`src/rtl/core/rqs_pkg.sv`:
```
// Shared types, codes and constants of the retransmit queue scheduler.
`default_nettype none

package rqs_pkg;

    localparam int DEFAULT_QUEUE_DEPTH = 8;
    localparam int DEFAULT_TIME_BITS   = 32;

    localparam int ID_W    = 8;
    localparam int HANDLE_W = 8;
    localparam int RETRY_W = 8;
    localparam int IVAL_W  = 16;

    localparam int APB_ADDR_W = 4;
    localparam int APB_DATA_W = 32;

    localparam logic [IVAL_W-1:0]  RESET_SILENCE   = 16'd100;
    localparam logic [IVAL_W-1:0]  RESET_RETRY     = 16'd500;
    localparam logic [IVAL_W-1:0]  RESET_TIMEOUT   = 16'd2000;
    localparam logic [RETRY_W-1:0] RESET_MIN_RETRY = 8'd3;

    localparam logic [RETRY_W-1:0] RETRY_MAX = 8'hFF;

    // Register indexes (byte address bits [3:2])
    localparam logic [1:0] REG_SILENCE   = 2'd0;
    localparam logic [1:0] REG_RETRY     = 2'd1;
    localparam logic [1:0] REG_TIMEOUT   = 2'd2;
    localparam logic [1:0] REG_MIN_RETRY = 2'd3;

    typedef enum logic [1:0] {
        OP_TICK    = 2'd0,
        OP_ENQUEUE = 2'd1,
        OP_ACK     = 2'd2,
        OP_RECEIVE = 2'd3
    } rqs_op_t;

    typedef enum logic [1:0] {
        ACT_TRANSMIT = 2'd0,
        ACT_DROP     = 2'd1,
        ACT_REJECT   = 2'd2
    } rqs_action_t;

    typedef struct packed {
        rqs_op_t             opcode;
        logic [ID_W-1:0]     packet_id;
        logic [HANDLE_W-1:0] payload_handle;
    } rqs_in_t;

    typedef struct packed {
        rqs_action_t         action;
        logic [ID_W-1:0]     out_packet_id;
        logic [HANDLE_W-1:0] out_payload_handle;
        logic [RETRY_W-1:0]  attempts_done;
        logic                kept_for_retry;
    } rqs_out_t;

    typedef struct packed {
        logic [IVAL_W-1:0]  silence_interval_ms;
        logic [IVAL_W-1:0]  retry_interval_ms;
        logic [IVAL_W-1:0]  send_timeout_ms;
        logic [RETRY_W-1:0] min_retry_count;
    } rqs_cfg_t;

    typedef struct packed {
        logic load;
        logic time_inc;
        logic stamp_rx;
        logic enqueue;
        logic reject;
        logic match_load;
        logic scan_step;
        logic ack_remove;
        logic eval;
        logic drop_head;
        logic send_once;
        logic send_keep;
    } rqs_cmd_t;

    typedef struct packed {
        rqs_op_t op;
        logic    full;
        logic    empty;
        logic    silent_wait;
        logic    timed_out;
        logic    retry_wait;
        logic    head_id_zero;
        logic    scan_hit;
        logic    scan_any;
    } rqs_status_t;

endpackage

`default_nettype wire

```
`src/rtl/core/retransmit_queue_scheduler_top.sv`:
```
// Top level of the retransmit queue scheduler: register port, controller and datapath.
//
//  port group   direction  handshake                       word
//  command      in         start & !busy                   rqs_in_t
//  result       out        result_valid, one cycle          rqs_out_t
//  psel/...     in/out     APB write at psel&penable&pwrite configuration
//
// Enqueue and receive end after decode; a tick steps through time update, compare and service.
// Ack searches the queue one entry per cycle.
// A result comes out the cycle after the item finishes; the receiver cannot stall.
// Reset empties the queue and clears both timers; no clearing pass is needed.
`default_nettype none

module retransmit_queue_scheduler_top #(
    parameter int QUEUE_DEPTH = rqs_pkg::DEFAULT_QUEUE_DEPTH,
    parameter int TIME_BITS   = rqs_pkg::DEFAULT_TIME_BITS
) (
    input  wire logic                              clk,
    input  wire logic                              rst_n,
    input  wire logic                              start,
    output logic                                   busy,
    input  wire rqs_pkg::rqs_in_t                  command,
    output logic                                   result_valid,
    output rqs_pkg::rqs_out_t                      result,
    input  wire logic                              psel,
    input  wire logic                              penable,
    input  wire logic                              pwrite,
    input  wire logic [rqs_pkg::APB_ADDR_W-1:0]    paddr,
    input  wire logic [rqs_pkg::APB_DATA_W-1:0]    pwdata,
    output logic [rqs_pkg::APB_DATA_W-1:0]         prdata,
    output logic                                   pready
);
    import rqs_pkg::*;

    rqs_cfg_t    cfg_reg;
    rqs_cmd_t    cmd;
    rqs_status_t status;
    logic        cfg_write;
    logic [1:0]  reg_idx;

    assign pready    = 1'b1;
    assign reg_idx   = paddr[3:2];
    assign cfg_write = psel & penable & pwrite;

    always_ff @(posedge clk or negedge rst_n)
    begin
        if (!rst_n)
        begin
            cfg_reg.silence_interval_ms <= RESET_SILENCE;
            cfg_reg.retry_interval_ms   <= RESET_RETRY;
            cfg_reg.send_timeout_ms     <= RESET_TIMEOUT;
            cfg_reg.min_retry_count     <= RESET_MIN_RETRY;
        end
        else if (cfg_write)
        begin
            unique case (reg_idx)
                REG_SILENCE:   cfg_reg.silence_interval_ms <= pwdata[IVAL_W-1:0];
                REG_RETRY:     cfg_reg.retry_interval_ms   <= pwdata[IVAL_W-1:0];
                REG_TIMEOUT:   cfg_reg.send_timeout_ms     <= pwdata[IVAL_W-1:0];
                REG_MIN_RETRY: cfg_reg.min_retry_count     <= pwdata[RETRY_W-1:0];
                default:       ;
            endcase
        end
    end

    always_comb
    begin
        unique case (reg_idx)
            REG_SILENCE:   prdata = APB_DATA_W'(cfg_reg.silence_interval_ms);
            REG_RETRY:     prdata = APB_DATA_W'(cfg_reg.retry_interval_ms);
            REG_TIMEOUT:   prdata = APB_DATA_W'(cfg_reg.send_timeout_ms);
            REG_MIN_RETRY: prdata = APB_DATA_W'(cfg_reg.min_retry_count);
            default:       prdata = '0;
        endcase
    end

    rqs_ctrl u_ctrl (
        .clk    (clk),
        .rst_n  (rst_n),
        .start  (start),
        .busy   (busy),
        .status (status),
        .cmd    (cmd)
    );

    rqs_datapath #(
        .QUEUE_DEPTH (QUEUE_DEPTH),
        .TIME_BITS   (TIME_BITS)
    ) u_datapath (
        .clk          (clk),
        .rst_n        (rst_n),
        .command      (command),
        .cfg          (cfg_reg),
        .cmd          (cmd),
        .status       (status),
        .result_valid (result_valid),
        .result       (result)
    );

endmodule

`default_nettype wire

```
`src/rtl/core/rqs_ctrl.sv`:
```
// Sequencing state machine of the retransmit queue scheduler.
`default_nettype none

module rqs_ctrl (
    input  wire logic               clk,
    input  wire logic               rst_n,
    input  wire logic               start,
    output logic                    busy,
    input  wire rqs_pkg::rqs_status_t status,
    output rqs_pkg::rqs_cmd_t       cmd
);
    import rqs_pkg::*;

    typedef enum logic [4:0] {
        ST_IDLE    = 5'b00001,
        ST_DECODE  = 5'b00010,
        ST_EVAL    = 5'b00100,
        ST_SERVICE = 5'b01000,
        ST_SCAN    = 5'b10000
    } state_t;

    state_t state_reg;
    state_t state_next;

    always_ff @(posedge clk or negedge rst_n)
    begin
        if (!rst_n)
        begin
            state_reg <= ST_IDLE;
        end
        else
        begin
            state_reg <= state_next;
        end
    end

    always_comb
    begin
        state_next = state_reg;
        cmd        = '0;
        unique case (state_reg)
            ST_IDLE:
            begin
                if (start)
                begin
                    cmd.load   = 1'b1;
                    state_next = ST_DECODE;
                end
            end
            ST_DECODE:
            begin
                unique case (status.op)
                    OP_TICK:
                    begin
                        cmd.time_inc = 1'b1;
                        state_next   = ST_EVAL;
                    end
                    OP_ENQUEUE:
                    begin
                        cmd.reject  = status.full;
                        cmd.enqueue = !status.full;
                        state_next  = ST_IDLE;
                    end
                    OP_ACK:
                    begin
                        cmd.match_load = 1'b1;
                        state_next     = ST_SCAN;
                    end
                    OP_RECEIVE:
                    begin
                        cmd.stamp_rx = 1'b1;
                        state_next   = ST_IDLE;
                    end
                    default:
                    begin
                        state_next = ST_IDLE;
                    end
                endcase
            end
            ST_EVAL:
            begin
                cmd.eval   = 1'b1;
                state_next = ST_SERVICE;
            end
            ST_SERVICE:
            begin
                // Priority: silence, timeout drop, retry gap, transmit
                if (!status.empty && !status.silent_wait)
                begin
                    if (status.timed_out)
                    begin
                        cmd.drop_head = 1'b1;
                    end
                    else if (!status.retry_wait)
                    begin
                        cmd.send_once = status.head_id_zero;
                        cmd.send_keep = !status.head_id_zero;
                    end
                end
                state_next = ST_IDLE;
            end
            ST_SCAN:
            begin
                if (!status.scan_any)
                begin
                    state_next = ST_IDLE;
                end
                else if (status.scan_hit)
                begin
                    cmd.ack_remove = 1'b1;
                    state_next     = ST_IDLE;
                end
                else
                begin
                    cmd.scan_step = 1'b1;
                end
            end
            default:
            begin
                state_next = ST_IDLE;
            end
        endcase
    end

    assign busy = (state_reg != ST_IDLE);

endmodule

`default_nettype wire

```
`src/rtl/core/rqs_datapath.sv`:
```
// Queue storage, timers, compare flags and result register of the scheduler.
`default_nettype none

module rqs_datapath #(
    parameter int QUEUE_DEPTH = rqs_pkg::DEFAULT_QUEUE_DEPTH,
    parameter int TIME_BITS   = rqs_pkg::DEFAULT_TIME_BITS
) (
    input  wire logic               clk,
    input  wire logic               rst_n,
    input  wire rqs_pkg::rqs_in_t   command,
    input  wire rqs_pkg::rqs_cfg_t  cfg,
    input  wire rqs_pkg::rqs_cmd_t  cmd,
    output rqs_pkg::rqs_status_t    status,
    output logic                    result_valid,
    output rqs_pkg::rqs_out_t       result
);
    import rqs_pkg::*;

    localparam int IDX_W = $clog2(QUEUE_DEPTH);
    localparam int OCC_W = $clog2(QUEUE_DEPTH + 1);

    logic [ID_W-1:0]      id_reg       [QUEUE_DEPTH];
    logic [HANDLE_W-1:0]  handle_reg   [QUEUE_DEPTH];
    logic [RETRY_W-1:0]   retries_reg  [QUEUE_DEPTH];
    logic [TIME_BITS-1:0] next_reg     [QUEUE_DEPTH];
    logic [TIME_BITS-1:0] deadline_reg [QUEUE_DEPTH];

    logic [OCC_W-1:0]       occ_reg;
    logic [TIME_BITS-1:0]   time_reg;
    logic [TIME_BITS-1:0]   rx_time_reg;
    rqs_in_t                in_reg;
    logic [QUEUE_DEPTH-1:0] match_reg;
    logic [IDX_W-1:0]       scan_idx_reg;

    logic                 silent_wait_reg;
    logic                 timed_out_reg;
    logic                 retry_wait_reg;
    logic [TIME_BITS-1:0] sum_retry_reg;
    logic [TIME_BITS-1:0] sum_timeout_reg;

    logic                 result_valid_reg;
    logic                 result_valid_next;
    rqs_out_t             result_reg;
    rqs_out_t             result_next;

    logic                 remove_en;
    logic [IDX_W-1:0]     remove_pos;
    logic [TIME_BITS-1:0] elapsed;
    logic [RETRY_W-1:0]   retries_inc;

    assign remove_en  = cmd.drop_head | cmd.send_once | cmd.ack_remove;
    assign remove_pos = cmd.ack_remove ? scan_idx_reg : '0;
    assign elapsed    = time_reg - rx_time_reg;
    assign retries_inc = (retries_reg[0] == RETRY_MAX) ? RETRY_MAX
                                                       : retries_reg[0] + 1'b1;

    // Control state
    always_ff @(posedge clk or negedge rst_n)
    begin
        if (!rst_n)
        begin
            occ_reg          <= '0;
            time_reg         <= '0;
            rx_time_reg      <= '0;
            result_valid_reg <= 1'b0;
        end
        else
        begin
            result_valid_reg <= result_valid_next;
            if (cmd.time_inc)
            begin
                time_reg <= time_reg + 1'b1;
            end
            if (cmd.stamp_rx)
            begin
                rx_time_reg <= time_reg;
            end
            if (cmd.enqueue)
            begin
                occ_reg <= occ_reg + 1'b1;
            end
            else if (remove_en)
            begin
                occ_reg <= occ_reg - 1'b1;
            end
        end
    end

    // Input latch, ack search vector and compare flags
    always_ff @(posedge clk)
    begin
        if (cmd.load)
        begin
            in_reg <= command;
        end
        if (cmd.match_load)
        begin
            scan_idx_reg <= '0;
            for (int i = 0; i < QUEUE_DEPTH; i++)
            begin
                match_reg[i] <= (OCC_W'(i) < occ_reg) && (id_reg[i] == in_reg.packet_id);
            end
        end
        else if (cmd.scan_step)
        begin
            // Walk the match vector one entry per cycle
            scan_idx_reg <= scan_idx_reg + 1'b1;
            match_reg    <= match_reg >> 1;
        end
        if (cmd.eval)
        begin
            silent_wait_reg <= elapsed < TIME_BITS'(cfg.silence_interval_ms);
            timed_out_reg   <= (deadline_reg[0] != '0) && (time_reg > deadline_reg[0])
                               && (retries_reg[0] >= cfg.min_retry_count);
            retry_wait_reg  <= (next_reg[0] != '0) && (time_reg < next_reg[0]);
            sum_retry_reg   <= time_reg + TIME_BITS'(cfg.retry_interval_ms);
            sum_timeout_reg <= time_reg + TIME_BITS'(cfg.send_timeout_ms);
        end
    end

    // Queue storage: append at the tail, close gaps by shifting down
    always_ff @(posedge clk)
    begin
        if (cmd.enqueue)
        begin
            for (int i = 0; i < QUEUE_DEPTH; i++)
            begin
                if (IDX_W'(i) == occ_reg[IDX_W-1:0])
                begin
                    id_reg[i]       <= in_reg.packet_id;
                    handle_reg[i]   <= in_reg.payload_handle;
                    retries_reg[i]  <= '0;
                    next_reg[i]     <= '0;
                    deadline_reg[i] <= '0;
                end
            end
        end
        else if (remove_en)
        begin
            for (int i = 0; i < QUEUE_DEPTH - 1; i++)
            begin
                if (IDX_W'(i) >= remove_pos)
                begin
                    id_reg[i]       <= id_reg[i+1];
                    handle_reg[i]   <= handle_reg[i+1];
                    retries_reg[i]  <= retries_reg[i+1];
                    next_reg[i]     <= next_reg[i+1];
                    deadline_reg[i] <= deadline_reg[i+1];
                end
            end
        end
        else if (cmd.send_keep)
        begin
            retries_reg[0] <= retries_inc;
            next_reg[0]    <= sum_retry_reg;
            if (deadline_reg[0] == '0)
            begin
                deadline_reg[0] <= sum_timeout_reg;
            end
        end
    end

    always_comb
    begin
        result_valid_next = cmd.reject | cmd.drop_head | cmd.send_once | cmd.send_keep;
        result_next.action             = ACT_TRANSMIT;
        result_next.out_packet_id      = id_reg[0];
        result_next.out_payload_handle = handle_reg[0];
        result_next.attempts_done      = retries_reg[0];
        result_next.kept_for_retry     = 1'b0;
        if (cmd.reject)
        begin
            result_next.action             = ACT_REJECT;
            result_next.out_packet_id      = in_reg.packet_id;
            result_next.out_payload_handle = in_reg.payload_handle;
            result_next.attempts_done      = '0;
        end
        else if (cmd.drop_head)
        begin
            result_next.action = ACT_DROP;
        end
        else if (cmd.send_keep)
        begin
            result_next.attempts_done  = retries_inc;
            result_next.kept_for_retry = 1'b1;
        end
    end

    always_ff @(posedge clk)
    begin
        if (result_valid_next)
        begin
            result_reg <= result_next;
        end
    end

    assign result_valid = result_valid_reg;
    assign result       = result_reg;

    assign status.op           = in_reg.opcode;
    assign status.full         = (occ_reg >= OCC_W'(QUEUE_DEPTH));
    assign status.empty        = (occ_reg == '0);
    assign status.silent_wait  = silent_wait_reg;
    assign status.timed_out    = timed_out_reg;
    assign status.retry_wait   = retry_wait_reg;
    assign status.head_id_zero = (id_reg[0] == '0);
    assign status.scan_hit     = match_reg[0];
    assign status.scan_any     = |match_reg;

endmodule

`default_nettype wire

```
`config.mk`:
```
export PLATFORM = sky130hd
export DESIGN_NAME = retransmit_queue_scheduler_top
export DESIGN_NICKNAME = d
export VERILOG_FILES = /design/src/rtl/core/rqs_pkg.sv /design/src/rtl/core/retransmit_queue_scheduler_top.sv /design/src/rtl/core/rqs_ctrl.sv /design/src/rtl/core/rqs_datapath.sv
export SDC_FILE = /design/constraint.sdc
export NUM_CORES = 1
export LEC_CHECK = 0
export BUFFER_PORTS_ARGS = -buffer_cell sky130_fd_sc_hd__buf_4
export CAP_MARGIN = 10
export CORE_UTILIZATION = 55
export CTS_BUF_LIST = sky130_fd_sc_hd__clkbuf_16
export CTS_CLUSTER_SIZE = 16
export DETAILED_ROUTE_END_ITERATION = 16
export PLACE_DENSITY_LB_ADDON = 0.2
export SYNTH_ARGS = -nofsm -noshare
export SYNTH_HDL_FRONTEND = slang
export SYNTH_HIERARCHICAL = 1
export SYNTH_SLANG_ARGS = --single-unit
```
`constraint.sdc`:
```
create_clock -name clk -period 9.8 [get_ports clk]
set_clock_uncertainty 0.05 [all_clocks]
set_input_delay 0 -clock clk [delete_from_list [all_inputs] [get_ports clk]]
set_output_delay 0 -clock clk [all_outputs]
set_load 0.01 [all_outputs]
```
==> results of run 1 <==
tightest hold or removal path: stages:
cell    delay, ns
buf_4        0.25
nor3_4       0.18
mux2_2       0.24
placed cells by master, fill, tap and decap left out, types with 8 or more instances in the layout:
master,netlist,final
nand2_1,449,449
edfxtp_1,330,330
inv_1,161,173
ha_1,159,159
xnor2_1,146,146
dfrtp_1,112,112
buf_4,28,105
a21oi_1,101,100
a21o_1,79,79
o21ai_0,76,75
mux2_2,68,68
nor2_1,59,57
clkbuf_16,0,51
nand4_1,44,44
nand3_1,44,43
dlygate4sd3_1,0,40
xor2_1,39,39
and3_1,37,36
nor4_1,27,27
and2_1,26,26
nor3_1,23,22
nor2b_1,20,20
conb_1,3,19
dfstp_2,18,18
o21ai_1,18,18
nand2b_1,16,16
clkinv_1,0,13
o21a_1,12,12
mux2i_1,11,11
mux2_4,10,10
o21bai_1,9,9
mux4_2,8,8
bufinv_16,0,8
or2_2,8,8
a211oi_1,8,8
power by group:
group	switching, mW	leakage [nW]	internal, mW
clock	0.770	0.858	1.15
combinational	0.636	7.23	0.547
sequential	0.172	4.51	2.27
total	1.58	12.6	3.97
how the worst min path moves through the flow:
stage / cells past startpoint / startpoint / to / slack [ns]
3_3_place_gp: 1 / rst_n / u_datapath/rx_time_reg[18] / 0.007
5_1_grt: 2 / command[17] / u_datapath/status[9] / 0.07
3_5_place_dp: 1 / rst_n / u_datapath/rx_time_reg[18] / 0.01
6_report: 3 / paddr[3] / cfg_reg[40] / 0.07
2_1_floorplan: 0 / rst_n / cfg_reg[10] / -0.35
4_1_cts: 2 / command[8] / u_datapath/in_reg[8] / 0.06
layout make-up:
class	instances	area, sq um
fill	3585	16900
sequential	463	13200
multi-input combinational	1630	11100
clock buffer	51	1280
timing repair buffer	147	1230
tap	600	751
inverter	164	616
clock inverter	42	385
cells by family (layout without fill, tap and decap cells):
kind of cell               Yosys count  count (layout)  share of synthesized area [%]
AOI/OAI and AO/OA                  381             381                           9.72
and+or+nand+nor                    786             786                           14.4
adders and majority gates          162             162                           8.04
DFF                                463             463                           52.0
other                                3              19                         0.0442
xor gates and xnor gates           185             185                           6.36
buffers and inverters              286             404                           4.77
muxes                               97              97                           4.73
metal layers:
layer | share of wire (%) | wire length [um]
met5 | 0 | 0
met1 | 43 | 25800
met2 | 49 | 29600
met4 | 3.2 | 1890
met3 | 4.5 | 2710
metrics by stage:
step                cells  util, %  instance area (sq um)  setup WS (ns)
CTS                  3097     62.8                  28600           4.42
global route         3097     62.8                  28600           4.04
floorplan            2379        -                  25600           3.94
global placement     2963     58.2                  26500           4.54
detailed placement   2963     58.2                  26500           4.45
finish               3097     62.8                  28600           4.34
==> summary.txt, run 1 <==
Status = finished, final reports clean
Clk slew on worst S/H paths = 0.06 ns
Hold_buf cts = 41
Synth cell count leaders = nand2_1 (449), edfxtp_1 (330), inv_1 (161)
Pwr Density = 194 nW/um^2
Clk sinks = 463
Clock latency on the worst-skew pair = 0.59 ns
Arrival time worst endpoint = 5.66 ns
# diodes = 0
Routability cong. = 0.924
Worst Setup SP = u_datapath/occ_reg[2]
Setup crit start kind = flip-flop
Root buffer cell = clkbuf_16
Number of synthesized flops with an enable pin = 330
Worst Tran Pin Value = 1.10 ns
# nets final = 2679
CP top delay family = simple AND/OR/NAND/NOR gates
Routed vias = 17700
Mapped Cells = 2363
M3 GR Usage = 3.75%
R2R setup slack = 4.34 ns
Post-CTS setup buffer count = 0
Power Total = 5.54 mW
Worst path depth = 12
Top_reg_cell synth = edfxtp_1
Final Slew Violations = 0
CP max stage cell = nand3_2
Antenna violations before repair = 0
H-tree depth = 2
CP Class = flip-flop to flip-flop
Synth Cell Area = 25500 sq um
CTS tree = yes
Worst VDD drop = 0.000169 V
Most frequent cell after synthesis = nand2_1
# setup viols final = 0
DRT Wirelength = 59900 um
Core outline area = 45600 sq um
First-pass GRT wire length = 95700 um
Vias in the first global route = 17900
Post-synth top area cell = edfxtp_1
Met2 usage = 44.5%
Synth cell types = 88
Gr busiest metal = met2
Area delta synth->final = 12.3%
Pin count of the biggest net entering global routing = 68
Port bufs = 86
Met1 Use GR = 33.5%
WHS = 0.0743 ns
Mean Syn Cell Area = 10.8 sq um
Critical R2R Capture = u_datapath/handle_reg[0][12]
Slew HR = 26.2%
Clk buf depth = 3
Slowest stage delay, CP = 0.74 ns
Fin crit period = 5.46 ns
Worst Path Required = 10.00 ns
LEAKAGE = 12.6 nW
DRT Pass-1 Iters = 5
Max frequency = 183 MHz
Top cell type's share of synthesized area = 38.9%
DRC = 0
DRT iter0 DRCs = 1263
Share of cells above drive strength 1 = 12.8%
Ranking of synthesized cells by area = edfxtp_1 (39%), dfrtp_1 (11%), ha_1 (7.8%), nand2_1 (6.6%), xnor2_1 (5.0%)
Worst Setup EP = u_datapath/handle_reg[0][12]
Via density = 5.71
RSZ-0062 raised after global routing = no
Critical-path cell list = nor2_1 -> and2_1 -> nor4b_2 -> and3_1 -> or3_1 -> nand2_1 -> a31o_2 -> and3_1 -> nand3_2 -> buf_4 -> o21ai_1 -> buf_4
Warnings, synthesis = 6
Io pins = 122
Reg2Reg Depth = 12
DIE WIDTH = 217 um
Part of the Yosys area used for sequential elements = 52.0%
Hold Path Class = primary input to flip-flop
Initial core utilization = 55.9%
Routed Antenna Nets = 0
GRT Overall Usage = 25.9%
Critical Path End Type = flip-flop
Critical path buffers and inverters = 2
Gr ovfl total = 0
DP HPWL = 41900 um
Total negative slack = 0 ns
Period utilisation layout = 55.7%
Ys async rst share = 28.1%
R2r startpoint = u_datapath/occ_reg[2]
# Max-Cap Violations = 0
#FFs+latches synth = 463
Vert. Die Dim = 217 um
Num rows = 78
CP Max Fanout = 55
Total die area = 47200 sq um
CTS Buf Count = 51
Resized Gates After CTS = 0
Routed wire per std cell = 19.4 um
Fin. Hold Viols = 0
Power figures use the tool's default switching activity.
==> run 2: changes to the inputs <==
==> constraint.sdc (replaced) <==
create_clock -name clk -period 4.4 [get_ports clk]
set_clock_uncertainty 0.05 [all_clocks]
set_input_delay 0 -clock clk [delete_from_list [all_inputs] [get_ports clk]]
set_output_delay 0 -clock clk [all_outputs]
set_load 0.01 [all_outputs]
==> summary.txt, run 2 (same netlist as run 1, synthesis figures left out) <==
R2r startpoint = u_datapath/time_reg[0]
Clock latency on the worst-skew pair = 0.60 ns
WHS = 0.0172 ns
Critical Path End Type = flip-flop
H-tree depth = 2
DP HPWL = 44000 um
CTS Buf Count = 50
DIE WIDTH = 217 um
Worst VDD drop = 0.000325 V
Routed vias = 17800
# setup viols final = 0
Fin crit period = 4.16 ns
Total die area = 47200 sq um
Num rows = 78
Status = finished, final reports clean
# nets final = 2720
Most frequent cells in the layout = nand2_1 (449), edfxtp_1 (330), inv_1 (170)
Vias in the first global route = 18100
Io pins = 122
Routed Antenna Nets = 0
Reg2Reg Depth = 21
Sw Share = 29.1%
First-pass GRT wire length = 97400 um
Share of cells above drive strength 1 = 14.8%
Area delta synth->final = 13.6%
Worst Tran Pin Value = 1.13 ns
Hold Path Class = primary input to async pin
Clk slew on worst S/H paths = 0.06 ns
Port bufs = 86
Commonest non-fill, non-tap cell in the layout = nand2_1
Vert. Die Dim = 217 um
R2R setup slack = 0.24 ns
CP Class = flip-flop to flip-flop
Sequential cell fraction of total power = 43.6%
Pwr Density = 428 nW/um^2
DRT Pass-1 Iters = 5
Internal power = 8.80 mW
Worst Path Required = 4.78 ns
Critical R2R Capture = u_datapath/silent_wait_reg
Clk buf depth = 3
DRT Wirelength = 60700 um
Arrival time worst endpoint = 4.54 ns
DP Area = 26900 sq um
LEAKAGE = 12.8 nW
Core outline area = 45600 sq um
Routability cong. = 0.963
Final Slew Violations = 0
RSZ-0062 raised after global routing = yes
# Max-Cap Violations = 0
Pin count of the biggest net entering global routing = 97
Net Sw Power = 3.61 mW
Slew HR = 24.5%
GRT Overall Usage = 26.4%
Power share of the clock group = 33.6%
Setup crit start kind = flip-flop
CP Max Fanout = 2
Gr ovfl total = 0
Final worst slack = 0.236 ns
Clk sinks = 463
Period utilisation layout = 94.6%
Filler instances = 3557
Root buffer cell = clkbuf_16
Comb pwr share = 22.9%
DP Worst Slack = -0.201 ns
DRC = 0
DRT iter0 DRCs = 1173
Fin. Hold Viols = 0
Via density = 5.66
Routed wire per std cell = 19.3 um
CTS tree = yes
Antenna violations before repair = 0
Initial core utilization = 55.9%
# diodes = 0
Max frequency = 240 MHz
Post-route cell area = 29000 sq um
==> run 2: cell types whose count changed in the layout (fill, tap and decap cells not counted), sizes merged <==
cell         delta
bufinv          -2
clkbuf          -1
clkinv          +1
clkinvlp        +2
buf            +43
dlygate4sd3     -1
inv             +1
==> run 2: how the worst max path moves through the flow <==
| stage | start | endpoint | slack (ns) | depth (start not counted) |
|---|---|---|---|---|
| after floorplan | u_datapath/time_reg[1] | u_datapath/silent_wait_reg | 0.01 | 20 |
| final | u_datapath/time_reg[0] | u_datapath/silent_wait_reg | 0.24 | 21 |
| after detailed placement | u_datapath/time_reg[0] | u_datapath/silent_wait_reg | -0.20 | 21 |
| after global routing | u_datapath/time_reg[0] | u_datapath/silent_wait_reg | -0.01 | 21 |
| after CTS | u_datapath/time_reg[0] | u_datapath/silent_wait_reg | 0.10 | 21 |
| after global placement | u_datapath/time_reg[0] | u_datapath/silent_wait_reg | -0.1 | 21 |
==> run 2: per-stage QoR <==
| stage | utilization, % | cells | TNS, ns | power [mW] |
|---|---|---|---|---|
| 2_1_floorplan | - | 2379 | 0 | 7.31 |
| 3_3_place_gp | 59.0 | 3007 | -0.0979 | 8.16 |
| 3_5_place_dp | 59.0 | 3007 | -0.201 | 8.25 |
| 4_1_cts | 63.5 | 3140 | 0 | 12.5 |
| 5_1_grt | 63.5 | 3140 | -0.0134 | 13.0 |
| 6_report | 63.5 | 3140 | 0 | 12.4 |
==> run 2: per-layer routing <==
layer / track usage, % / share of wire [%] / up-vias
li1: - / - / 8559
met1: 33.6 / 42 / 8692
met2: 45.6 / 50 / 406
met3: 3.14 / 4.0 / 117
met4: 10.9 / 3.6 / 0
met5: 0 / 0 / -
==> run 2: worst max-delay path, stage by stage (launching register included) <==
cell,delay (ns)
dfrtp_2,0.40
inv_2,0.07
ha_4,0.14
fa_2,0.24
nor2b_4,0.05
o31a_1,0.26
o41a_1,0.37
a31oi_4,0.18
o21ai_2,0.09
a21o_1,0.18
a21oi_1,0.17
xnor2_1,0.14
ha_1,0.25
nand2_1,0.07
o22ai_1,0.09
a221oi_2,0.17
nand4_1,0.15
a221oi_2,0.20
o2111ai_1,0.16
a2111oi_2,0.22
nand4_1,0.16
nor4_2,0.15
==> run 2: what timing repair did <==
| item | 4_1_cts | 5_1_grt |
|---|---|---|
| gates resized for setup | 5 | 5 |
| pin swaps | 8 | 1 |
| hold buffers | 39 | 0 |
| hold endpoints to repair | 171 | 0 |
| setup endpoints to repair | 1 | 97 |
| setup buffers | 0 | 0 |
==> run 2: power by group through the flow <==
stage	clock network, mW	logic, mW	registers [mW]
after global placement	0	2.69	5.48
after global routing	4.42	3.14	5.45
after floorplan	0	1.99	5.32
final	4.16	2.84	5.41
after CTS	4.26	2.83	5.41
after detailed placement	0	2.76	5.49
==> run 2: area by class of cell <==
type	instances	area, sq um	share of cell area [%]
clock buffers	50	1250	4.32
repair buffers	189	1550	5.35
inverters	164	616	2.13
multi-input cells	1630	11200	38.6
clock inverters	44	368	1.27
well taps	600	751	2.59
flip-flops and latches	463	13200	45.7
==> run 3: changes to the inputs <==
--- a/config.mk
+++ b/config.mk
@@ -5,13 +5,16 @@
 export SDC_FILE = /design/constraint.sdc
 export NUM_CORES = 1
 export LEC_CHECK = 0
+export ABC_AREA = 1
 export BUFFER_PORTS_ARGS = -buffer_cell sky130_fd_sc_hd__buf_4
 export CAP_MARGIN = 10
+export CORE_ASPECT_RATIO = 0.8
 export CORE_UTILIZATION = 55
 export CTS_BUF_LIST = sky130_fd_sc_hd__clkbuf_16
 export CTS_CLUSTER_SIZE = 16
 export DETAILED_ROUTE_END_ITERATION = 16
 export PLACE_DENSITY_LB_ADDON = 0.2
+export RECOVER_POWER = 100
 export SYNTH_ARGS = -nofsm -noshare
 export SYNTH_HDL_FRONTEND = slang
 export SYNTH_HIERARCHICAL = 1
==> summary.txt, run 3 <==
Status = finished, violations left
Failing checks = capacitance limit, slew limit
Fin. Hold Viols = 0
Routability cong. = 0.982
Ys async rst share = 28.1%
Slowest stage delay, CP = 0.46 ns
Part of the Yosys area used for sequential elements = 49.0%
Area of the multi-input gates = 11500 sq um
RSZ-0062 raised after global routing = no
Top cell type's share of synthesized area = 36.7%
Critical Path End Type = flip-flop
Reg2Reg Depth = 18
Period utilisation layout = 89.3%
Fin crit period = 3.93 ns
Worst path depth = 18
# diodes = 0
CTS tree = yes
H-tree depth = 2
Sequential cell area = 13200 sq um
Worst Path Required = 4.67 ns
Initial core utilization = 55.8%
Worst VDD drop = 0.000342 V
# setup viols final = 0
DIE WIDTH = 250 um
CP Class = flip-flop to flip-flop
Port bufs = 86
DRT iter0 DRCs = 2456
Total negative slack = 0 ns
Antenna violations before repair = 1
Share of cells above drive strength 1 = 5.94%
Filler instances = 4187
Max frequency = 255 MHz
Io pins = 122
Vert. Die Dim = 200 um
Pwr Density = 451 nW/um^2
Ranking of synthesized cells by area = edfxtp_1 (37%), nand2_1 (13%), dfrtp_1 (10%), ha_1 (7.4%), inv_1 (5.3%)
Final Core Density = 61.8%
CP max stage cell = clkbuf_2
Num rows = 72
# Max-Cap Violations = 3
DRT Pass-1 Iters = 6
Most frequent cells in the layout = nand2_1 (954), inv_1 (400), edfxtp_1 (330)
Number of synthesized flops with an enable pin = 330
Top_reg_cell synth = edfxtp_1
Mean Syn Cell Area = 8.71 sq um
CP top delay family = simple AND/OR/NAND/NOR gates
LEAKAGE = 14.1 nW
Synth Cell Area = 27000 sq um
Synth cell types = 65
Critical path buffers and inverters = 5
Clk slew on worst S/H paths = 0.06 ns
Area delta synth->final = 10.7%
Gr ovfl total = 0
Routed wire per std cell = 19.7 um
Clk sinks = 463
DRT Wirelength = 77200 um
Setup crit start kind = flip-flop
Mapped Cells = 3102
Most frequent cell after synthesis = nand2_1
Vias in the first global route = 20800
Critical-path cell list = inv_1 -> ha_1 -> inv_1 -> nor3_1 -> nor2_1 -> nand2_1 -> nor3b_1 -> nor3_1 -> nor2_1 -> inv_2 -> nor2_8 -> inv_4 -> nand2_4 -> nor2_1 -> nand2_1 -> clkbuf_2 -> nand3_1 -> nand2_1
DP HPWL = 56800 um
Core outline area = 48500 sq um
Worst hold path depth = 2
# nets final = 3469
Routed Antenna Nets = 0
Hold Path Class = primary input to flip-flop
Post-synth top area cell = edfxtp_1
Via density = 5.67
Clock latency on the worst-skew pair = 0.59 ns
Warnings, synthesis = 6
Total die area = 50000 sq um
Final Slew Violations = 139
DRC = 0
Synth cell count leaders = nand2_1 (947), inv_1 (384), edfxtp_1 (330)
Slew HR = -59.3%
Clk buf depth = 3
CP Max Fanout = 32
First-pass GRT wire length = 119000 um
Commonest non-fill, non-tap cell in the layout = nand2_1
Worst Tran Pin Value = 2.39 ns
Routed vias = 22200
CTS Buf Count = 48
#FFs+latches synth = 463
GRT Overall Usage = 30.8%
Arrival time worst endpoint = 4.20 ns
Root buffer cell = clkbuf_16
Pin count of the biggest net entering global routing = 86
## run 3: changes by cell type after synthesis, sizes merged, moves of 23 or more
cell,delta
clkbuf,-43
o21ai,+54
nand2,+507
and3,-37
mux2,-78
xnor2,-120
inv,+233
nand3,+137
a21o,-75
nor2,+137
buf,+23
xor2,+60
and2,-23
a21oi,+49
## run 3: logic make-up (layout without fill, tap and decap cells)
| kind of cell | Yosys count | count (layout) | share of synthesized area (%) |
|---|---|---|---|
| flip-flops | 463 | 463 | 49.0 |
| AO/OA/AOI/OAI | 376 | 376 | 7.79 |
| XOR/XNOR | 125 | 125 | 4.05 |
| other | 3 | 19 | 0.0417 |
| adder cells (fa/ha/maj) | 162 | 162 | 7.58 |
| AND/OR/NAND/NOR | 1469 | 1469 | 23.6 |
| buffers and inverters | 504 | 669 | 7.91 |
## run 3: final cells by class
| class | count | area share (%) |
|---|---|---|
| clock buffer | 50 | 4.18 |
| multi-input combinational | 2151 | 38.5 |
| tap | 629 | 2.63 |
| timing repair buffer | 181 | 4.38 |
| sequential | 463 | 44.2 |
| clock inverter | 36 | 1.02 |
| inverter | 402 | 5.07 |
## run 3: power breakdown
part	switching, mW	internal (mW)	total [mW]	leakage, nW
clock network	1.72	2.39	4.12	0.812
logic	2.46	1.23	3.69	8.56
registers	0.433	5.25	5.69	4.71
total	4.62	8.88	13.5	14.1
## run 3: worst paths after layout
check	startpoint	to	slack (ns)
min in group asynchronous	rst_n	cfg_reg[42]	1.15
hold reg to reg	cfg_reg[42]	cfg_reg[42]	0.43
hold / removal	command[5]	u_datapath/in_reg[5]	0.10
setup / recovery	u_datapath/occ_reg[1]	u_datapath/deadline_reg[0][18]	0.47
max in group asynchronous	rst_n	cfg_reg[3]	0.89
setup reg to reg	u_datapath/occ_reg[1]	u_datapath/deadline_reg[0][18]	0.47
## run 3: stage by stage
stage	cells	power (mW)	instance area [sq um]	setup WS [ns]	hold slack, ns
final	3912	13.5	29900	0.471	0.103
after global routing	3912	14.2	29900	0.199	0.0958
after CTS	3912	13.5	30400	0.675	0.0581
after detailed placement	3775	9.35	28300	0.702	-0.0345
after global placement	3775	9.23	28300	0.788	-0.0353
after floorplan	3118	8.12	27100	0.598	-0.346
## run 3: what timing repair did
item                                   in CTS  in global routing
endpoints found under the hold margin     195                  0
buffers inserted                            0                  0
hold buffers                               51                  0
resized for setup                           0                  0
## run 3: worst reg2reg max path, delay by kind of cell (launching register included)
kind	cells	cell delay [ns]
buffers and inverters	5	1.11
DFF	1	0.43
and+or+nand+nor	12	1.85
adders and majority gates	1	0.23
## run 3: layer usage
metal | vias to the layer above | track usage (%) | wire [um]
li1 | 10500 | - | -
met1 | 10500 | 47.9 | 35700
met2 | 1011 | 43.5 | 31800
met3 | 107 | 6.32 | 8060
met4 | 4 | 7.56 | 1620
met5 | - | 0 | 22
